$ cat src/design/smep_pkg.sv
// Shared types and constants for the symbolic mode expression parser.
`default_nettype none

package smep_pkg;

    // Class selection bits (user, group, other)
    localparam logic [2:0] CLS_U   = 3'h1;
    localparam logic [2:0] CLS_G   = 3'h2;
    localparam logic [2:0] CLS_O   = 3'h4;
    localparam logic [2:0] CLS_ALL = 3'h7;

    // Operator codes
    localparam logic [1:0] OP_NONE = 2'd0;
    localparam logic [1:0] OP_ADD  = 2'd1;
    localparam logic [1:0] OP_SUB  = 2'd2;
    localparam logic [1:0] OP_SET  = 2'd3;

    // Permission bits within one class
    localparam logic [2:0] PERM_R = 3'd4;
    localparam logic [2:0] PERM_W = 3'd2;
    localparam logic [2:0] PERM_X = 3'd1;

    // Character codes
    localparam logic [7:0] CH_NUL   = 8'h00;
    localparam logic [7:0] CH_U     = 8'h75;
    localparam logic [7:0] CH_G     = 8'h67;
    localparam logic [7:0] CH_O     = 8'h6F;
    localparam logic [7:0] CH_A     = 8'h61;
    localparam logic [7:0] CH_R     = 8'h72;
    localparam logic [7:0] CH_W     = 8'h77;
    localparam logic [7:0] CH_X     = 8'h78;
    localparam logic [7:0] CH_PLUS  = 8'h2B;
    localparam logic [7:0] CH_MINUS = 8'h2D;
    localparam logic [7:0] CH_EQ    = 8'h3D;
    localparam logic [7:0] CH_COMMA = 8'h2C;

    // Parse state carried from one character to the next
    typedef struct packed {
        logic [11:0] saved_base;
        logic [11:0] work_mode;
        logic [2:0]  class_set;
        logic [1:0]  operator_kind;
        logic        perm_phase;     // 0: class list, 1: permission letters
        logic        letters_seen;
        logic        error_seen;
        logic        any_char_seen;
    } parse_state_t;

endpackage

`default_nettype wire

$ cat src/design/smep_step.sv
// Next-state and result logic for one expression character.
`default_nettype none

module smep_step (
    input  smep_pkg::parse_state_t cur,
    input  logic                   start_req,
    input  logic [11:0]            base_mode,
    input  logic [7:0]             char_code,
    output smep_pkg::parse_state_t nxt,
    output logic                   res_done,
    output logic [11:0]            res_mode,
    output logic                   res_error
);
    import smep_pkg::*;

    // Replicate a 3-bit permission value into every selected class
    function automatic logic [11:0] spread(input logic [2:0] bits3, input logic [2:0] classes);
        logic [11:0] v;
        v = 12'h000;
        if ((classes & CLS_U) != 3'd0) v[8:6] = bits3;
        if ((classes & CLS_G) != 3'd0) v[5:3] = bits3;
        if ((classes & CLS_O) != 3'd0) v[2:0] = bits3;
        return v;
    endfunction

    // Return parse state to the start of an expression
    function automatic parse_state_t clear_parse(input parse_state_t s);
        parse_state_t r;
        r               = s;
        r.work_mode     = s.saved_base;
        r.class_set     = 3'd0;
        r.operator_kind = OP_NONE;
        r.perm_phase    = 1'b0;
        r.letters_seen  = 1'b0;
        r.error_seen    = 1'b0;
        r.any_char_seen = 1'b0;
        return r;
    endfunction

    parse_state_t s;
    logic         bad;
    logic [2:0]   perm_bit;
    logic [2:0]   cls;

    always_comb
    begin
        s         = cur;
        bad       = 1'b0;
        perm_bit  = 3'd0;
        cls       = 3'd0;
        res_done  = 1'b0;
        res_mode  = 12'h000;
        res_error = 1'b0;

        // A new expression loads the base mode first
        if (start_req)
        begin
            s.saved_base = base_mode;
            s = clear_parse(s);
        end

        if (char_code == CH_NUL)
        begin
            // Terminator: judge the expression and emit the word
            bad = s.error_seen || !s.any_char_seen || !s.perm_phase ||
                  (!s.letters_seen && s.operator_kind != OP_SET);
            res_done  = 1'b1;
            res_mode  = bad ? s.saved_base : s.work_mode;
            res_error = bad;
            s = clear_parse(s);
        end
        else
        begin
            s.any_char_seen = 1'b1;
            if (!s.error_seen)
            begin
                if (s.perm_phase)
                begin
                    // Permission letter phase
                    case (char_code)
                        CH_COMMA:
                        begin
                            if (!s.letters_seen && s.operator_kind != OP_SET)
                                s.error_seen = 1'b1;
                            else
                            begin
                                s.class_set     = 3'd0;
                                s.operator_kind = OP_NONE;
                                s.letters_seen  = 1'b0;
                                s.perm_phase    = 1'b0;
                            end
                        end
                        CH_R, CH_W, CH_X:
                        begin
                            if (char_code == CH_R)
                                perm_bit = PERM_R;
                            else if (char_code == CH_W)
                                perm_bit = PERM_W;
                            else
                                perm_bit = PERM_X;
                            s.letters_seen = 1'b1;
                            if (s.operator_kind == OP_SUB)
                                s.work_mode = s.work_mode & ~spread(perm_bit, s.class_set);
                            else
                                s.work_mode = s.work_mode | spread(perm_bit, s.class_set);
                        end
                        default:
                            s.error_seen = 1'b1;
                    endcase
                end
                else
                begin
                    // Class list phase
                    case (char_code)
                        CH_U: s.class_set = s.class_set | CLS_U;
                        CH_G: s.class_set = s.class_set | CLS_G;
                        CH_O: s.class_set = s.class_set | CLS_O;
                        CH_A: s.class_set = CLS_ALL;
                        CH_PLUS, CH_MINUS, CH_EQ:
                        begin
                            cls = (s.class_set == 3'd0) ? CLS_ALL : s.class_set;
                            s.class_set = cls;
                            if (char_code == CH_PLUS)
                                s.operator_kind = OP_ADD;
                            else if (char_code == CH_MINUS)
                                s.operator_kind = OP_SUB;
                            else
                            begin
                                s.operator_kind = OP_SET;
                                s.work_mode = s.work_mode & ~spread(CLS_ALL, cls);
                            end
                            s.letters_seen = 1'b0;
                            s.perm_phase   = 1'b1;
                        end
                        default:
                            s.error_seen = 1'b1;
                    endcase
                end
            end
        end

        nxt = s;
    end

endmodule

`default_nettype wire

$ cat src/design/symbolic_mode_expression_parser_core.sv
// A character word is held in the input register; the parse step then updates the
//   state register and, for a terminator, loads the result register behind result_valid.
// Throughput: one character per cycle, set by the combinational parse step that
//   updates the state register; a terminator waits only while a result word is stalled.
// Reset (rst_n low, asynchronous): parse state clears to class-list phase with
//   zero base and work mode; no words are held in the input or result register.
`default_nettype none

module symbolic_mode_expression_parser_core (
    input  wire logic        clk,
    input  wire logic        rst_n,
    input  wire logic        char_valid,
    output logic             char_stall,
    input  wire logic        start_req,
    input  wire logic [11:0] base_mode,
    input  wire logic [7:0]  char_code,
    output logic             result_valid,
    input  wire logic        result_stall,
    output logic [11:0]      new_mode,
    output logic             error
);
    import smep_pkg::*;

    // Input register
    logic        in_valid_reg;
    logic        in_valid_next;
    logic        start_reg;
    logic [11:0] base_reg;
    logic [7:0]  char_reg;

    // Parse state and result register
    parse_state_t state_reg;
    parse_state_t state_next;
    logic         out_valid_reg;
    logic         out_valid_next;
    logic [11:0]  mode_reg;
    logic         error_reg;

    logic         res_done;
    logic [11:0]  res_mode;
    logic         res_error;
    logic         is_term;
    logic         advance;

    smep_step u_step (
        .cur       (state_reg),
        .start_req (start_reg),
        .base_mode (base_reg),
        .char_code (char_reg),
        .nxt       (state_next),
        .res_done  (res_done),
        .res_mode  (res_mode),
        .res_error (res_error)
    );

    // A terminator may only advance when the result register can take it
    assign is_term    = (char_reg == CH_NUL);
    assign advance    = in_valid_reg && (!is_term || !out_valid_reg || !result_stall);
    assign char_stall = in_valid_reg && !advance;

    assign in_valid_next  = char_stall ? in_valid_reg : char_valid;
    assign out_valid_next = (advance && res_done) ? 1'b1 :
                            (result_stall ? out_valid_reg : 1'b0);

    // Control registers
    always_ff @(posedge clk or negedge rst_n)
    begin
        if (!rst_n)
        begin
            in_valid_reg  <= 1'b0;
            out_valid_reg <= 1'b0;
            state_reg     <= '0;
        end
        else
        begin
            in_valid_reg  <= in_valid_next;
            out_valid_reg <= out_valid_next;
            if (advance)
                state_reg <= state_next;
        end
    end

    // Input word payload
    always_ff @(posedge clk)
    begin
        if (char_valid && !char_stall)
        begin
            start_reg <= start_req;
            base_reg  <= base_mode;
            char_reg  <= char_code;
        end
    end

    // Result word payload
    always_ff @(posedge clk)
    begin
        if (advance && res_done)
        begin
            mode_reg  <= res_mode;
            error_reg <= res_error;
        end
    end

    assign result_valid = out_valid_reg;
    assign new_mode     = mode_reg;
    assign error        = error_reg;

endmodule

`default_nettype wire

$ cat config.mk
export PLATFORM = sky130hd
export DESIGN_NAME = symbolic_mode_expression_parser_core
export DESIGN_NICKNAME = d
export VERILOG_FILES = /design/src/design/smep_pkg.sv /design/src/design/smep_step.sv /design/src/design/symbolic_mode_expression_parser_core.sv
export SDC_FILE = /design/constraint.sdc
export NUM_CORES = 1
export LEC_CHECK = 0
export BUFFER_PORTS_ARGS = -buffer_cell sky130_fd_sc_hd__buf_2
export CORE_ASPECT_RATIO = 0.75
export CORE_UTILIZATION = 45
export CTS_BUF_LIST = sky130_fd_sc_hd__clkbuf_2
export DETAILED_ROUTE_END_ITERATION = 12
export SLEW_MARGIN = 20
export SYNTH_ARGS = -nofsm -noshare
export SYNTH_HDL_FRONTEND = slang
export SYNTH_SLANG_ARGS = --single-unit
$ cat constraint.sdc
create_clock -name clk -period 5.3 [get_ports clk]
set_input_delay 0.265 -clock clk [delete_from_list [all_inputs] [get_ports clk]]
set_output_delay 0.265 -clock clk [all_outputs]
set_load 0.1 [all_outputs]
# ---- Yosys cells after proc, flatten, opt, wreduce, memory -nomap -nowiden
# Index checks and enable logic that the tools add are counted.
dict set report op_classes {
  n_reduce_logical 23
  n_div 0
  shifts 0
  bitwise_logic 5
  n_addsub 0
  mul 0
  n_mux 80
  magnitude_cmp 0
  eq_ne 14
}
# cell count
set op_table {}
lappend op_table {{$mux 3} 56}
lappend op_table {{$mux 12} 6}
lappend op_table {{$eq 8x7->1 const B} 7}
lappend op_table {{$mux 20} 2}
lappend op_table {{$mux 33} 1}
lappend op_table {{$eq 8x6->1 const B} 4}
lappend op_table {{$and 12x12->12} 2}
lappend op_table {{$not 9->12} 2}
lappend op_table {{$mux 21} 1}
lappend op_table {{$pmux 3 s5} 1}
lappend op_table {{$or 12x9->12} 1}
lappend op_table {{$logic_not 1->1} 8}
lappend op_table {{$logic_not 8->1} 1}
lappend op_table {{$mux 7} 1}
lappend op_table {{$reduce_or 7->1} 1}
lappend op_table {{$mux 1} 6}
lappend op_table {{$mux 6} 1}
lappend op_table {{$reduce_or 3->1} 2}
lappend op_table {{$logic_and 1x1->1} 5}
lappend op_table {{$logic_or 1x1->1} 5}
lappend op_table {{$mux 2} 2}
lappend op_table {{$mux 4} 1}
lappend op_table {{$pmux 1 s2} 2}
lappend op_table {{$logic_not 3->1} 1}
lappend op_table {{other kinds (3)} 3}
dict set report totals {
  mem_count 0
  ff_bits 69
  rom_bits 0
  latchBits 0
  output_inout_bits 15
  mem_bits_rw 0
  inputBits 25
}

# ---- Logic depth before layout (Yosys ltp)
dict set report depth {
  word_depth 18
  ltp_mapped 7
  mapped_depth_nobuf 5
}

# ---- Hierarchy
# Synthesis repeated with hierarchy kept, for this count alone.
dict set report hier_totals {
  hier_cells 403
  hier_area_um2 4199.0
}
# module cells_per_inst n_inst area_per_inst_um2
set by_module_without_submodules {}
lappend by_module_without_submodules {symbolic_mode_expression_parser_core 116 1 2496.1}
lappend by_module_without_submodules {smep_step 287 1 1702.9}

# ---- Worst setup path before layout
# Ideal clock, no wire load.
dict set report synth_path {
  path_type {flip-flop to flip-flop}
  start {register out_valid_reg, in the netlist result_valid}
  end {register base_reg[0] (enable)}
  path_stages_with_launch 4
  path_slack_ns 0.427
  n_path_buf 0
  arrival_ns 4.350
  path_cell_list {dfrtp_1 nand2_1 nor3_1 nor2b_1}
}
dict set report synth_via {
  elab_chain_cells 8
}
# item line_no
set synth_lines {}
lappend synth_lines {{from (decl)} symbolic_mode_expression_parser_core.sv:34} ;# logic out_valid_reg;
lappend synth_lines {{from (signal assigned)} symbolic_mode_expression_parser_core.sv:77} ;# out_valid_reg <= out_valid_next;
lappend synth_lines {{$logic_not 1->1} symbolic_mode_expression_parser_core.sv:58} ;# assign advance = in_valid_reg && (!is_term || !out_valid_reg || !result_stall);
lappend synth_lines {{$logic_or 1x1->1 (2 in series)} symbolic_mode_expression_parser_core.sv:58}
lappend synth_lines {{$logic_and 1x1->1} symbolic_mode_expression_parser_core.sv:58}
lappend synth_lines {{$logic_not 1->1} symbolic_mode_expression_parser_core.sv:59} ;# assign char_stall = in_valid_reg && !advance;
lappend synth_lines {{$logic_and 1x1->1} symbolic_mode_expression_parser_core.sv:59}
lappend synth_lines {{named net char_stall} symbolic_mode_expression_parser_core.sv:13} ;# output logic char_stall,
lappend synth_lines {{$logic_not 1->1} symbolic_mode_expression_parser_core.sv:86} ;# if (char_valid && !char_stall)
lappend synth_lines {{$logic_and 1x1->1} symbolic_mode_expression_parser_core.sv:86}
lappend synth_lines {{to (signal assigned)} symbolic_mode_expression_parser_core.sv:89} ;# base_reg <= base_mode;
lappend synth_lines {{to (decl)} symbolic_mode_expression_parser_core.sv:28} ;# logic [11:0] base_reg;
# The timed path passes the listed nets, and every way through them passes these cells.
# A chain may end at the register's enable or synchronous reset.

# ---- Worst setup path after layout
dict set report layout_path {
  start {register char_reg[1]}
  end {output char_stall}
}
dict set report layout_via {
  elab_chain_cells 7
}
# item line_no
set layout_lines {}
lappend layout_lines {{from (decl)} symbolic_mode_expression_parser_core.sv:29} ;# logic [7:0] char_reg;
lappend layout_lines {{from (signal assigned)} symbolic_mode_expression_parser_core.sv:90} ;# char_reg <= char_code;
lappend layout_lines {{$logic_not 8->1} symbolic_mode_expression_parser_core.sv:57} ;# assign is_term = (char_reg == CH_NUL);
lappend layout_lines {{$logic_not 1->1} symbolic_mode_expression_parser_core.sv:58}
lappend layout_lines {{$logic_or 1x1->1 (2 in series)} symbolic_mode_expression_parser_core.sv:58}
lappend layout_lines {{$logic_and 1x1->1} symbolic_mode_expression_parser_core.sv:58}
lappend layout_lines {{$logic_not 1->1} symbolic_mode_expression_parser_core.sv:59}
lappend layout_lines {{$logic_and 1x1->1} symbolic_mode_expression_parser_core.sv:59}
lappend layout_lines {{to (decl)} symbolic_mode_expression_parser_core.sv:13}
# Every way passes these cells.

==> reports/metrics.cfg <==
[place]
hpwlAfterDp_um = 6440
placed_cell_area_um2 = 4070
port_buffers = 39
gp_congestion = 0.873

[layout]
final_common_cell = buf_2
largest_register_ffs = 33
design_area_um2 = 4410
final_util_pct = 54.5
layout_common_cells = buf_2 (39), dfrtp_1 (35), edfxtp_1 (34)
fin_nets = 424
areaGrowthSynthToFinish_pct = 14.6
diodes = 0
drive_gt1_share_pct = 23.8

[route]
ant_nets = 0
wirelength_um = 9600
drt_iter0_drc = 251
firstDrtPassIters = 5
avgRoutedWirePerCell_um = 18.9
drc = 0
viasPerCell = 5.90
vias = 3003

[pwr]
peakVddDrop_v = 0.000172
p_per_area_nw_per_um2 = 266
leakage_nw = 1.85
p_total_mw = 1.18

[die]
die_y_um = 82.1
core-area_um2 = 8090
die_x_um = 109
start_util_pct = 47.6
num_rows = 28
die-area_um2 = 8930
io_pins = 40

[clock_network]
numCtsBuffers = 9
insertion_delay_ns = 0.54
cts_hold_buf = 23
cts-root-buf = clkbuf_2
cts_buffer_depth = 2
htree_levels = 3
post-cts-setup-buffers = 0
cts_resized = 0
cts_tree = yes
clock_sinks = 69
path_clk_slew_ns = 0.16

[timing]
hold_slack_ns = 0.130
rsz0062_at_grt = false
period_needed_ns = 3.47
hold_viol_final = 0
period_share_pct = 65.5
maxSlewHeadroom_pct = 28.7
fmax_ghz = 0.288
worstMarginPinSlew_ns = 1.06
setup_violations = 0
setup_tns_ns = 0
maxSlewViolCount = 0
clock_skew_ns = 0.0316

[synth]
avgSynthCellArea_um2 = 11.1
synth_cells = 347
synth_seq_area_share_pct = 49.3
synth-compound-area-share_pct = 19.8
synth_top_cell_area_share_pct = 26.5
synth_fp_nets = 372
yosys_warnings = 0
synthSimpleGateAreaFrac_pct = 14.6
ys_types = 68
synthFlopType = dfrtp_1
synth_edf_count = 34
synth_top_family_by_area = compound AO/OA/AOI/OAI gates
synth_top_cell_by_area = edfxtp_1
synth-xor-area-share_pct = 0.455
synth-adder-area-share_pct = 0
synth.area.top_cells = edfxtp_1 (27%), dfrtp_1 (23%), mux2_2 (6.1%)
synthesis.area_um2 = 3850
async_reset_ff_share_pct = 50.7
synth.area.mux_share_pct = 12.1
synth.ff_latch_count = 69

[global_routing]
grt_max_degree = 40
grt_pass1_vias = 2803
grt-ovfl-total = 0
grt_pass1_wl_um = 14900
grt_util_all_layers_pct = 23.0
antenna_found_initial = 0

[setup_path]
crit_fanout = 16
arrival_ns = 3.21
cp_cell_sequence = nor4_2 -> nand2_1 -> nor3_1 -> buf_2
critPathKind = reg -> out
slowest_delay_ns = 0.63
crit_slowest_cell = edfxtp_1
cp_data_required_time_ns = 5.04
startpoint_type = flip-flop
crit_path_end_kind = output port
worst-path-buf-inv = 1
path_delay_family = simple AND/OR/NAND/NOR gates

[min_path]
min_path_type = in -> reg

[job]
drv_cap = 0

[outcome]
run_status = completed

-- power breakdown --
part	internal [mW]	leakage, nW	switching [mW]
clock	0.115	0.0736	0.181
combinational	0.0985	0.994	0.0988
sequential	0.617	0.781	0.0648
-- metrics by stage --
stage / setup slack (ns) / std cells
after floorplan: 0.427 / 347
after global placement: 2.48 / 470
after detailed placement: 2.46 / 470
after CTS: 1.87 / 509
after global routing: 1.61 / 509
final: 1.83 / 509
-- worst register-to-register path, cell delays in order, from the launching register on --
cell      delay, ns
edfxtp_1       0.36
buf_4          0.42
clkinv_1       0.77
nand3_1        0.47
nand2_1        0.21
a221o_1        0.40
-- worst paths after layout --
path	startpoint	to	slack, ns	depth (start not counted)
hold / removal	result_stall	result_valid	0.13	3
setup / recovery	char_reg[1]	char_stall	1.83	4
setup reg to reg	start_reg	state_reg[20]	2.59	5
hold reg to reg	state_reg[30]	state_reg[30]	0.54	1
max in group asynchronous	rst_n	state_reg[27]	4.39	2
min in group asynchronous	rst_n	state_reg[16]	0.35	2
-- Yosys cell counts (all sizes together), types with 2 or more instances --
master,n
nor2b,4
o31ai,4
clkbuf,9
o21ai,18
and2,2
nand3,6
a21o,5
and4b,2
a22o,2
nor2,27
mux2i,23
or4,2
a221o,3
nor4,3
o21a,4
nand2,26
a21oi,10
a31o,2
o22ai,9
a31oi,9
a22oi,2
o211ai,6
a211oi,15
nor3,7
nor4b,3
or2,2
buf,13
o311ai,2
mux2,21
and3,5
inv,7
nand4,3
edfxtp,34
nand2b,3
dfrtp,35
-- cell families (layout without fill, tap and decap cells) --
family	after synthesis	in the layout
AO/OA/AOI/OAI	102	102
XOR/XNOR	2	2
buffers and inverters	30	87
flip-flops	69	69
multiplexers	44	44
AND/OR/NAND/NOR	100	100
-- final cells by class --
type / count / area (µm²)
Sequential cell: 69 / 1900
Timing Repair Buffer: 63 / 433
Inverter: 8 / 30.0
Clock inverter: 3 / 38.8
Tap cell: 105 / 131
Fill cell: 741 / 3680
Multi-Input combinational cell: 248 / 1820
Clock buffer: 13 / 65.1
-- routing by layer --
metal,vias to the layer above,wire [µm],share of wire [%],GRT usage [%]
li1,1445,-,-,-
met1,1441,4670,49,33.7
met2,110,4080,42,32.8
met3,7,753,7.8,8.08
met4,0,102,1.1,4.46
met5,-,0,0,0
No activity file was read; power rests on OpenSTA's default activity.
